$ cat src/design/smrc_pkg.sv
// Shared constants and control/status types for the stepper move ramp controller.
package smrc_pkg;

    localparam int MotorCountDefault = 6;
    localparam int MotorLanes        = 6;
    localparam int PeriodWidth       = 16;
    localparam int ProdWidth         = 32;
    localparam int CfgIndexWidth     = 2;

    // command codes on the input channel
    localparam logic [1:0] CMD_TICK   = 2'd0;
    localparam logic [1:0] CMD_SERIAL = 2'd1;
    localparam logic [1:0] CMD_BUTTON = 2'd2;

    // configuration register indexes
    localparam logic [CfgIndexWidth-1:0] CFG_PERIOD_START = 2'd0;
    localparam logic [CfgIndexWidth-1:0] CFG_PERIOD_END   = 2'd1;
    localparam logic [CfgIndexWidth-1:0] CFG_STEPS        = 2'd2;

    localparam logic [15:0] PeriodStartReset = 16'd1000;
    localparam logic [15:0] PeriodEndReset   = 16'd200;
    localparam logic [15:0] StepsReset       = 16'd800;

    localparam logic [7:0] InstrOffset = 8'h7A;
    localparam logic [7:0] ButtonMax   = 8'h20;

    typedef struct packed {
        logic accept;       // input transaction taken this cycle
        logic mul_en;       // register the ramp product
        logic div_start;    // launch the divider
        logic load_period;  // write the ramp period from the quotient
    } t_dp_cmd;

    typedef struct packed {
        logic out_free;     // output register can take a result this cycle
        logic need_ramp;    // current item needs a new period computed
        logic div_done;     // quotient valid
    } t_dp_status;

endpackage

$ cat src/design/stepper_move_ramp_controller.sv
// Each taken input transaction's result is registered straight into the output register.
// Throughput: one item per cycle while the output register can take a result, except
// an item ending a step period and starting a new one, which holds off input while the
// next period is formed (the multiply, the divider launch, the divide, then the load).
// Reset (synchronous, active low) idles the move, clears the output valid flag and
// restores the configuration to 1000 / 200 / 800.
module stepper_move_ramp_controller #(
    parameter int MOTOR_COUNT = smrc_pkg::MotorCountDefault
) (
    input  logic                                i_clk,
    input  logic                                i_rst_n,
    input  logic                                i_cfg_valid,
    output logic                                o_cfg_ready,
    input  logic [smrc_pkg::CfgIndexWidth-1:0]  i_cfg_index,
    input  logic [15:0]                         i_cfg_data,
    input  logic                                i_in_valid,
    output logic                                o_in_ready,
    input  logic [1:0]                          i_cmd,
    input  logic [7:0]                          i_data,
    output logic                                o_out_valid,
    input  logic                                i_out_ready,
    output logic [5:0]                          o_port_k,
    output logic [5:0]                          o_port_f,
    output logic                                o_busy_res,
    output logic                                o_ready_strobe
);

    smrc_pkg::t_dp_cmd    ctl;
    smrc_pkg::t_dp_status status;

    assign o_cfg_ready = 1'b1;

    smrc_ctrl u_ctrl (
        .i_clk      (i_clk),
        .i_rst_n    (i_rst_n),
        .i_in_valid (i_in_valid),
        .o_in_ready (o_in_ready),
        .i_status   (status),
        .o_cmd      (ctl)
    );

    smrc_datapath #(
        .MOTOR_COUNT (MOTOR_COUNT)
    ) u_datapath (
        .i_clk          (i_clk),
        .i_rst_n        (i_rst_n),
        .i_cfg_we       (i_cfg_valid),
        .i_cfg_index    (i_cfg_index),
        .i_cfg_data     (i_cfg_data),
        .i_cmd          (i_cmd),
        .i_data         (i_data),
        .i_out_ready    (i_out_ready),
        .i_ctl          (ctl),
        .o_status       (status),
        .o_out_valid    (o_out_valid),
        .o_port_k       (o_port_k),
        .o_port_f       (o_port_f),
        .o_busy_res     (o_busy_res),
        .o_ready_strobe (o_ready_strobe)
    );

endmodule

$ cat src/design/smrc_div.sv
// Restoring divider, 32-bit dividend by 16-bit divisor, one quotient bit per cycle.
module smrc_div (
    input  logic        i_clk,
    input  logic        i_rst_n,
    input  logic        i_start,
    input  logic [smrc_pkg::ProdWidth-1:0]   i_dividend,
    input  logic [smrc_pkg::PeriodWidth-1:0] i_divisor,
    output logic        o_done,
    output logic [smrc_pkg::ProdWidth-1:0]   o_quotient
);

    localparam int QW = smrc_pkg::ProdWidth;
    localparam int DW = smrc_pkg::PeriodWidth;
    localparam int CW = $clog2(QW);

    logic          r_busy, n_busy;
    logic          r_done, n_done;
    logic [CW-1:0] r_cnt, n_cnt;
    logic [DW-1:0] r_rem, n_rem;
    logic [QW-1:0] r_quo, n_quo;
    logic [DW:0]   rem_sh;
    logic [DW:0]   rem_diff;

    always_comb begin
        rem_sh   = {r_rem, r_quo[QW-1]};
        rem_diff = rem_sh - {1'b0, i_divisor};
        n_busy   = r_busy;
        n_done   = 1'b0;
        n_cnt    = r_cnt;
        n_rem    = r_rem;
        n_quo    = r_quo;
        if (i_start) begin
            n_busy = 1'b1;
            n_cnt  = '0;
            n_rem  = '0;
            n_quo  = i_dividend;
        end else if (r_busy) begin
            // dividend bits shift out the top while quotient bits enter the bottom
            if (rem_sh >= {1'b0, i_divisor}) begin
                n_rem = rem_diff[DW-1:0];
                n_quo = {r_quo[QW-2:0], 1'b1};
            end else begin
                n_rem = rem_sh[DW-1:0];
                n_quo = {r_quo[QW-2:0], 1'b0};
            end
            n_cnt = r_cnt + 1'b1;
            if (r_cnt == CW'(QW - 1)) begin
                n_busy = 1'b0;
                n_done = 1'b1;
            end
        end
    end

    always_ff @(posedge i_clk) begin
        if (!i_rst_n) begin
            r_busy <= 1'b0;
            r_done <= 1'b0;
            r_cnt  <= '0;
        end else begin
            r_busy <= n_busy;
            r_done <= n_done;
            r_cnt  <= n_cnt;
        end
        r_rem <= n_rem;
        r_quo <= n_quo;
    end

    assign o_done     = r_done;
    assign o_quotient = r_quo;

endmodule

$ cat src/design/smrc_ctrl.sv
// Sequencer: takes items and runs the ramp multiply, divide and period load.
module smrc_ctrl (
    input  logic                 i_clk,
    input  logic                 i_rst_n,
    input  logic                 i_in_valid,
    output logic                 o_in_ready,
    input  smrc_pkg::t_dp_status i_status,
    output smrc_pkg::t_dp_cmd    o_cmd
);

    localparam logic [1:0] ST_IDLE  = 2'd0;
    localparam logic [1:0] ST_MUL   = 2'd1;
    localparam logic [1:0] ST_DIV   = 2'd2;
    localparam logic [1:0] ST_START = 2'd3;

    logic [1:0] r_state, n_state;
    logic       accept;

    assign o_in_ready = (r_state == ST_IDLE) && i_status.out_free;
    assign accept     = i_in_valid && o_in_ready;

    always_comb begin
        n_state           = r_state;
        o_cmd.accept      = accept;
        o_cmd.mul_en      = 1'b0;
        o_cmd.div_start   = 1'b0;
        o_cmd.load_period = 1'b0;
        case (r_state)
            ST_IDLE: begin
                if (accept && i_status.need_ramp) begin
                    n_state = ST_MUL;
                end
            end
            ST_MUL: begin
                o_cmd.mul_en = 1'b1;
                n_state      = ST_START;
            end
            ST_START: begin
                // product is registered by now
                o_cmd.div_start = 1'b1;
                n_state         = ST_DIV;
            end
            ST_DIV: begin
                if (i_status.div_done) begin
                    o_cmd.load_period = 1'b1;
                    n_state           = ST_IDLE;
                end
            end
            default: begin
                n_state = ST_IDLE;
            end
        endcase
    end

    always_ff @(posedge i_clk) begin
        if (!i_rst_n) begin
            r_state <= ST_IDLE;
        end else begin
            r_state <= n_state;
        end
    end

endmodule

$ cat src/design/smrc_datapath.sv
// Move state, command decode, pin formation, output register and ramp arithmetic.
module smrc_datapath #(
    parameter int MOTOR_COUNT = smrc_pkg::MotorCountDefault
) (
    input  logic                 i_clk,
    input  logic                 i_rst_n,
    input  logic                 i_cfg_we,
    input  logic [smrc_pkg::CfgIndexWidth-1:0] i_cfg_index,
    input  logic [15:0]          i_cfg_data,
    input  logic [1:0]           i_cmd,
    input  logic [7:0]           i_data,
    input  logic                 i_out_ready,
    input  smrc_pkg::t_dp_cmd    i_ctl,
    output smrc_pkg::t_dp_status o_status,
    output logic                 o_out_valid,
    output logic [5:0]           o_port_k,
    output logic [5:0]           o_port_f,
    output logic                 o_busy_res,
    output logic                 o_ready_strobe
);

    localparam int PW = smrc_pkg::PeriodWidth;
    localparam int XW = smrc_pkg::ProdWidth;
    localparam int ML = smrc_pkg::MotorLanes;
    localparam logic [ML-1:0] PresentMask = ML'((ML + 1)'(1) << MOTOR_COUNT) - ML'(1);

    // configuration
    logic [PW-1:0] r_period_start, r_period_end, r_steps;

    // move state
    logic          r_running, n_running;
    logic [PW-1:0] r_step, n_step;
    logic [PW-1:0] r_tick, n_tick;
    logic [PW-1:0] r_cur, n_cur;
    logic          r_dir, n_dir;
    logic [ML-1:0] r_mask, n_mask;
    logic          r_pins_high, n_pins_high;

    // output register
    logic          r_out_valid;
    logic [5:0]    r_port_k, r_port_f;
    logic          r_busy_res, r_strobe;

    // ramp
    logic [XW-1:0] r_prod;
    logic [PW-1:0] ramp_span;
    logic [PW-1:0] end_held;
    logic          div_done;
    logic [XW-1:0] quotient;
    logic [PW-1:0] q_clamped;

    logic          strobe, need_ramp, do_start;
    logic [7:0]    instr;
    logic [PW-1:0] tick_inc, step_inc;
    logic          one_hot;
    logic [5:0]    pk, pf;
    logic [1:0]    pair;

    always_ff @(posedge i_clk) begin
        if (!i_rst_n) begin
            r_period_start <= smrc_pkg::PeriodStartReset;
            r_period_end   <= smrc_pkg::PeriodEndReset;
            r_steps        <= smrc_pkg::StepsReset;
        end else if (i_cfg_we) begin
            case (i_cfg_index)
                smrc_pkg::CFG_PERIOD_START: r_period_start <= i_cfg_data;
                smrc_pkg::CFG_PERIOD_END:   r_period_end   <= i_cfg_data;
                smrc_pkg::CFG_STEPS:        r_steps        <= i_cfg_data;
                default: ;
            endcase
        end
    end

    assign end_held  = (r_period_end > r_period_start) ? r_period_start : r_period_end;
    assign ramp_span = r_period_start - end_held;
    assign tick_inc  = (r_tick == '1) ? r_tick : r_tick + 1'b1;
    assign step_inc  = (r_step == '1) ? r_step : r_step + 1'b1;
    assign one_hot   = (i_data != '0) && ((i_data & (i_data - 8'd1)) == '0)
                       && (i_data <= smrc_pkg::ButtonMax);

    // next state for the item being offered
    always_comb begin
        n_running   = r_running;
        n_step      = r_step;
        n_tick      = r_tick;
        n_cur       = r_cur;
        n_dir       = r_dir;
        n_mask      = r_mask;
        n_pins_high = r_pins_high;
        strobe      = 1'b0;
        need_ramp   = 1'b0;
        do_start    = 1'b0;
        instr       = smrc_pkg::InstrOffset - i_data;
        case (i_cmd)
            smrc_pkg::CMD_TICK: begin
                if (r_running) begin
                    if (r_pins_high && tick_inc >= r_cur) begin
                        n_pins_high = 1'b0;
                        n_tick      = '0;
                        n_step      = step_inc;
                        if (step_inc >= r_steps) begin
                            n_running = 1'b0;
                            n_cur     = '0;
                            strobe    = 1'b1;
                        end else begin
                            need_ramp = 1'b1;
                        end
                    end else begin
                        n_pins_high = 1'b1;
                        n_tick      = tick_inc;
                    end
                end
            end
            smrc_pkg::CMD_SERIAL: begin
                do_start = !r_running;
            end
            smrc_pkg::CMD_BUTTON: begin
                instr    = {i_data[6:0], 1'b0};
                do_start = !r_running && one_hot;
            end
            default: ;
        endcase
        if (do_start) begin
            n_dir  = ~instr[0];
            n_mask = instr[6:1] & PresentMask;
            n_step = '0;
            n_tick = '0;
            if (r_steps == '0) begin
                n_running   = 1'b0;
                n_cur       = '0;
                n_pins_high = 1'b0;
                strobe      = 1'b1;
            end else begin
                n_running   = 1'b1;
                n_pins_high = 1'b1;
                n_cur       = r_period_start;
            end
        end
    end

    // pins from the state after the item
    always_comb begin
        pk   = '0;
        pf   = '0;
        pair = '0;
        for (int i = 0; i < ML; i++) begin
            pair = {n_pins_high & n_mask[i], n_dir} & {2{PresentMask[i]}};
            if (i < 3) begin
                pk[2*(i%3) +: 2] = pair;
            end else begin
                pf[2*(i%3) +: 2] = pair;
            end
        end
    end

    assign q_clamped = (quotient > XW'(ramp_span)) ? ramp_span : quotient[PW-1:0];

    always_ff @(posedge i_clk) begin
        if (!i_rst_n) begin
            r_running   <= 1'b0;
            r_step      <= '0;
            r_tick      <= '0;
            r_cur       <= '0;
            r_dir       <= 1'b0;
            r_mask      <= '0;
            r_pins_high <= 1'b0;
            r_out_valid <= 1'b0;
        end else begin
            if (i_ctl.accept) begin
                r_running   <= n_running;
                r_step      <= n_step;
                r_tick      <= n_tick;
                r_cur       <= n_cur;
                r_dir       <= n_dir;
                r_mask      <= n_mask;
                r_pins_high <= n_pins_high;
                r_out_valid <= 1'b1;
            end else if (i_out_ready) begin
                r_out_valid <= 1'b0;
            end
            if (i_ctl.load_period) begin
                r_cur <= r_period_start - q_clamped;
            end
        end
        if (i_ctl.accept) begin
            r_port_k   <= pk;
            r_port_f   <= pf;
            r_busy_res <= n_running;
            r_strobe   <= strobe;
        end
        if (i_ctl.mul_en) begin
            r_prod <= XW'(ramp_span) * XW'(r_step);
        end
    end

    smrc_div u_div (
        .i_clk      (i_clk),
        .i_rst_n    (i_rst_n),
        .i_start    (i_ctl.div_start),
        .i_dividend (r_prod),
        .i_divisor  (r_steps),
        .o_done     (div_done),
        .o_quotient (quotient)
    );

    assign o_status.out_free  = !r_out_valid || i_out_ready;
    assign o_status.need_ramp = need_ramp;
    assign o_status.div_done  = div_done;

    assign o_out_valid    = r_out_valid;
    assign o_port_k       = r_port_k;
    assign o_port_f       = r_port_f;
    assign o_busy_res     = r_busy_res;
    assign o_ready_strobe = r_strobe;

endmodule

$ cat config.mk
export PLATFORM = sky130hd
export DESIGN_NAME = stepper_move_ramp_controller
export DESIGN_NICKNAME = d
export VERILOG_FILES = /design/src/design/smrc_pkg.sv /design/src/design/stepper_move_ramp_controller.sv /design/src/design/smrc_div.sv /design/src/design/smrc_ctrl.sv /design/src/design/smrc_datapath.sv
export SDC_FILE = /design/constraint.sdc
export NUM_CORES = 1
export LEC_CHECK = 0
export BUFFER_PORTS_ARGS = -buffer_cell sky130_fd_sc_hd__buf_2
export CELL_PAD_IN_SITES_DETAIL_PLACEMENT = 1
export CELL_PAD_IN_SITES_GLOBAL_PLACEMENT = 2
export CORE_ASPECT_RATIO = 0.6
export CORE_UTILIZATION = 45
export CTS_BUF_LIST = sky130_fd_sc_hd__clkbuf_4
export DETAILED_ROUTE_END_ITERATION = 10
export PLACE_DENSITY = 0.95
export SYNTH_ARGS = -nofsm -noshare
export SYNTH_HDL_FRONTEND = slang
export SYNTH_HIERARCHICAL = 1
export SYNTH_SLANG_ARGS = --single-unit
$ cat constraint.sdc
create_clock -name i_clk -period 16.75 [get_ports i_clk]
set_input_delay 0 -clock i_clk [delete_from_list [all_inputs] [get_ports i_clk]]
set_output_delay 0 -clock i_clk [all_outputs]
set_load 0.02 [all_outputs]
---- Word-level counts from Yosys, hierarchy flattened ----
Cells that the tools add are included.
word-level totals
  flip-flop bits (word level) ............. 209
  input bits .............................. 33
operators by class
  multiplexer cells ....................... 60
  $mul .................................... 1
  order comparisons ....................... 6
  reductions and logical operators ........ 35
  add/subtract/negate cells ............... 8
  equality and inequality tests ........... 12
  bitwise logic cells ..................... 10
operators with widths
  cell                                                             number
  2-to-1 mux 16 bit                                                21
  2-to-1 mux 32 bit                                                2
  subtractor 16 bit                                                3
  adder 16 x 1 -> 16 bit (second input constant)                   2
  equality test 16 bit (second input constant)                     2
  >= comparator 16 bit                                             2
  greater-than comparator 32 x 16 -> 1 bit                         1
  multiplier 16 x 16 -> 32 bit                                     1
  2-to-1 mux 1 bit                                                 31
  >= comparator 17 x 16 -> 1 bit                                   1
  greater-than comparator 16 bit                                   1
  logical NOT 16 bit                                               1
  nonzero test 2 bit                                               6
  nonzero test 3 bit                                               4
  AND 8 bit                                                        1
  equality test 2 bit (second input constant)                      4
  less-or-equal comparator 8 x 6 -> 1 bit (second input constant)  1
  logical NOT 8 bit                                                1
  one-hot mux 2 bit (4 select lines)                               1
  AND reduction 2 bit                                              4
  nonzero test 8 bit                                               1
  subtractor 8 x 1 -> 8 bit (second input constant)                1
  logical AND 1 bit                                                7
  2-to-1 mux 7 bit                                                 1
  19 further kinds                                                 32

---- Depth between registers and ports, before layout ----
  depth in word-level cells ............... 10
  mapped depth ............................ 42

---- Modules after synthesis ----
The synthesis kept the hierarchy.
by module, submodules not included
  module                        area an instance (um^2)  times used  cells each  seq. area each (um^2)
  smrc_datapath                 18,489.0                 1           2,146       3,353.2
  smrc_div                      3,206.8                  1           308         1,421.4
  smrc_ctrl                     113.9                    1           13          40.0
  stepper_move_ramp_controller  11.3                     1           2           0.0

---- Worst setup path before layout ----
No wires, ideal clock.
  kind .................................... reg-to-reg
  start ................................... reg u_datapath.r_period_start[9]
  end ..................................... reg u_datapath.r_prod[31], data pin
  cell stages (with the launch flop) ...... 41
  setup time .............................. 0.264 ns
  data arrival time ....................... 9.609 ns
  slack ................................... 6.877 ns
  data required time ...................... 16.486 ns
  buffers on the path ..................... 3
  path through ............................ dfxtp_1 inv_1 ha_1 nand4_1 or4_1 a21o_1 o211a_1 nor2_2 buf_2 nand2_1 o21ai_0 ha_1 inv_1 fa_1 a21o_1 a21oi_1 o21bai_1 a31o_2 [... 5 more ...] fa_1 inv_1 fa_1 fa_1 fa_1 inv_1 fa_1 inv_1 ha_1 buf_2 and4_4 a31o_1 o21a_1 a311oi_2 a21oi_2 and4_4 a2111oi_4 xnor2_1
between the ends
  cells in the longest elaborated chain, start to end .. 4
RTL lines
  item                            line                  RTL
  start: declaration              smrc_datapath.sv:28   logic [PW-1:0] r_period_start, r_period_end, r_steps;
  start signal: assignment        smrc_datapath.sv:61   r_period_start <= smrc_pkg::PeriodStartReset;
  start signal: assignment        smrc_datapath.sv:66   smrc_pkg::CFG_PERIOD_START: r_period_start <= i_cfg_data;
  greater-than comparator 16 bit  smrc_datapath.sv:74   assign end_held = (r_period_end > r_period_start) ? r_period_start : r_period_end;
  2-to-1 mux 16 bit               smrc_datapath.sv:74
  subtractor 16 bit *             smrc_datapath.sv:75   assign ramp_span = r_period_start - end_held;
  multiplier 16 x 16 -> 32 bit *  smrc_datapath.sv:192  r_prod <= XW'(ramp_span) * XW'(r_step);
  end signal: assignment          smrc_datapath.sv:192
  end: declaration                smrc_datapath.sv:45   logic [XW-1:0] r_prod;
Every way passes the cells marked *; elsewhere a longest branch is shown, timed or not.
A chain may end at the register's enable or synchronous reset.

---- Final worst setup path ----
  start ................................... reg u_datapath.r_period_start[15]
  end ..................................... reg u_datapath.r_prod[30], data pin
Same word-level chain as after synthesis.

==> impl_metrics.tcl <==
set metrics [dict create \
    grt_usage 0.300 \
    crit_path_frequent_cell "fa_1" \
    fin_area_um2 23800 \
    drc 0 \
    skew_ps 81.1 \
    min_period_ps 11170 \
    die_area_um2 49400 \
    yosys_warnings 6 \
    synth_area_leader_cell "fa_1" \
    antenna_found_initial 1 \
    grt_overflow 0 \
    setup_tns_ps 0 \
    clkTransAtPathRegs_ps 70 \
    synth.avg_cell_area_um2 8.84 \
    ys_types 102 \
    ys_top_cells_by_area "fa_1 18%, ha_1 13%, dfxtp_1 12%, edfxtp_1 10%, inv_1 5.6%" \
    core_um2 47900 \
    hold_violations 0 \
    critPathTopFamily "adder cells" \
    fmax_mhz 89.5 \
    setup_viol 0 \
    critical_path_arrival_ps 11670 \
    worstReg2RegStart "u_datapath/r_period_start[15]" \
    slew_viol_final 0 \
    pre_cts_slack_ps 5770 \
    die_x_um 286 \
    clock_latency_ps 800 \
    yosys-top-cells-count "327 x inv_1, 325 x nand2_1, 223 x ha_1, 197 x fa_1, 157 x a21oi_1" \
    ys_seq_elements 204 \
    grt_max_degree 81 \
    wirelength_um 73900 \
    cts-root-buf "clkbuf_4" \
    vdd_drop_max_mv 0.0587 \
    numCtsBuffers 57 \
    outcome "finished clean" \
    cts_max_path_buffers 3 \
    cts_hold_buf 55 \
    start_util 0.456 \
    hold_depth 4 \
    first_global_vias 19800 \
    tritoncts "done" \
    r2r_setup_slack_ps 5580 \
    vias 18800 \
    crit_buf_inv 5 \
    finalPower_mw 1.47 \
    wire_per_inst_um 22.9 \
    hold_start "i_cfg_data[7]" \
    cts.sinks 204 \
    synth_edf_count 73 \
    post_cts_resize_count 0 \
    num_io_pins 50 \
    post_cts_buffers 0 \
    dieHeight_um 173 \
    syn_inst 2469 \
    p_leak_nw 10.7 \
    start_kind "flop" \
    synth_top_area_frac 0.181 \
    synthArstFlopShare 0 \
    fin_crit_sh 0.667 \
    yosysMostFrequentCell "inv_1" \
    num_rows 62 \
    drtAntennaViolNets 0 \
    syn_area_um2 21800 \
    htreeDepth 2 \
    setup_ws_ps 5580 \
    grt_pass1_wl_um 115000 \
    viasPerCell 5.82 \
    syn_to_final_growth_pct 9.28 \
    placed_area_um2 22500 \
    rsz0062_at_grt "false" \
    critPathSlowestCell "nor2_2" \
    cp.required_ps 17250 \
    fill_cells 5599 \
    tightest_slew_ps 1270 \
    worst_hold_path_type "input pin to flop" \
    r2r_cells 36 \
    hpwl_um 55500 \
    io_buffer_count 48 \
    synth_flop_cell "dfxtp_1" \
    final_net_count 2996 \
    p_per_area_nw_per_um2 61.5 \
    crit_path_end_kind "flop" \
    yosysSeqAreaShare 0.221 \
    cap_viol_max_count 0 \
    hold_end "u_datapath/r_period_end[7]" \
    synth_nets 2922 \
    worstReg2RegEnd "u_datapath/r_prod[30]" \
    gp_congestion 0.905 \
    dr.pass1.iters 5 \
    drt_first_iter_violations 1605 \
    critPathKind "flop to flop" \
    crit_fanout 18 \
    slowest_delay_ps 800 \
    layout-drive-gt1-share 0.104 \
    slew_headroom 0.153 \
]
## where the power goes
part,internal [mW],switching (mW),leakage [nW]
clock network,0.244,0.252,0.449
registers,0.518,0.0100,1.80
logic,0.146,0.297,8.48
## layout by cell type (no fill, tap or decap), types with 73 or more instances in the layout
master	synthesis	layout
nor2_1	104	104
and2_1	113	112
fa_1	197	197
a21oi_1	157	156
dfxtp_1	131	131
ha_1	223	223
clkbuf_4	0	90
inv_1	327	326
edfxtp_1	73	73
nand2_1	325	325
## final cells by class
class                   instances  area, um^2  area share
diodes                          3        7.51    0.000315
clock buffers                  90         676      0.0283
clock inverters                14        66.3     0.00278
inverters                     328        1230      0.0516
multi-input cells            1821       15200       0.639
flip-flops and latches        204        4810       0.202
well taps                     640         801      0.0336
repair buffers                131        1000      0.0420
## how the worst max path moves through the flow
| stage | from | endpoint | slack (ps) | cells past startpoint |
|---|---|---|---|---|
| final | u_datapath/r_period_start[15] | u_datapath/r_prod[30] | 5580 | 36 |
| after global placement | u_datapath/r_period_start[15] | u_datapath/r_prod[29] | 6160 | 38 |
| after CTS | u_datapath/r_period_start[15] | u_datapath/r_prod[30] | 5740 | 38 |
| after floorplan | u_datapath/r_period_start[9] | u_datapath/r_prod[31] | 6880 | 40 |
| after global routing | u_datapath/r_period_start[15] | u_datapath/r_prod[30] | 5060 | 36 |
| after detailed placement | u_datapath/r_period_start[15] | u_datapath/r_prod[30] | 5770 | 36 |
## through the flow
stage	std cells	utilization	hold slack [ps]
floorplan	2469	-	118
global placement	3069	0.471	319
detailed placement	3069	0.471	331
CTS	3228	0.498	68.6
global route	3229	0.498	90.9
finish	3231	0.498	108
## tightest hold or removal path, stage by stage
cell	delay, ps
dlygate4sd3_1	530
buf_2	190
nand2_1	70
nand3_1	80
## cell families after synthesis
group / synth area share
flops: 0.221
fa+ha+maj: 0.309
xor+xnor: 0.0353
other cells: 0.000172
mux: 0.0365
simple gates: 0.188
buf+inv: 0.0815
compound gates: 0.129
## registers in the layout, summed over array words and instances, names as in the netlist, 2 cells and up
name and flops:
u_ctrl/r_state 2, u_datapath/u_div/o_quotient 32, u_datapath/r_cur 16, u_datapath/r_prod 32, u_datapath/o_port_f 3, u_datapath/u_div/r_rem 16, u_datapath/r_tick 16, u_datapath/o_port_k 4
u_datapath/r_period_start 16, u_datapath/r_steps 16, u_datapath/r_step 16, u_datapath/r_mask 6, u_datapath/u_div/r_cnt 5, u_datapath/r_period_end 16
## routing by layer
metal | share of wire | global-route usage | wire (um)
met1 | 0.46 | 0.440 | 34300
met2 | 0.42 | 0.428 | 30700
met3 | 0.10 | 0.0945 | 7610
met4 | 0.018 | 0.0682 | 1320
met5 | 0 | 0 | 0
Note: power is estimated with default switching activity, not from simulation.
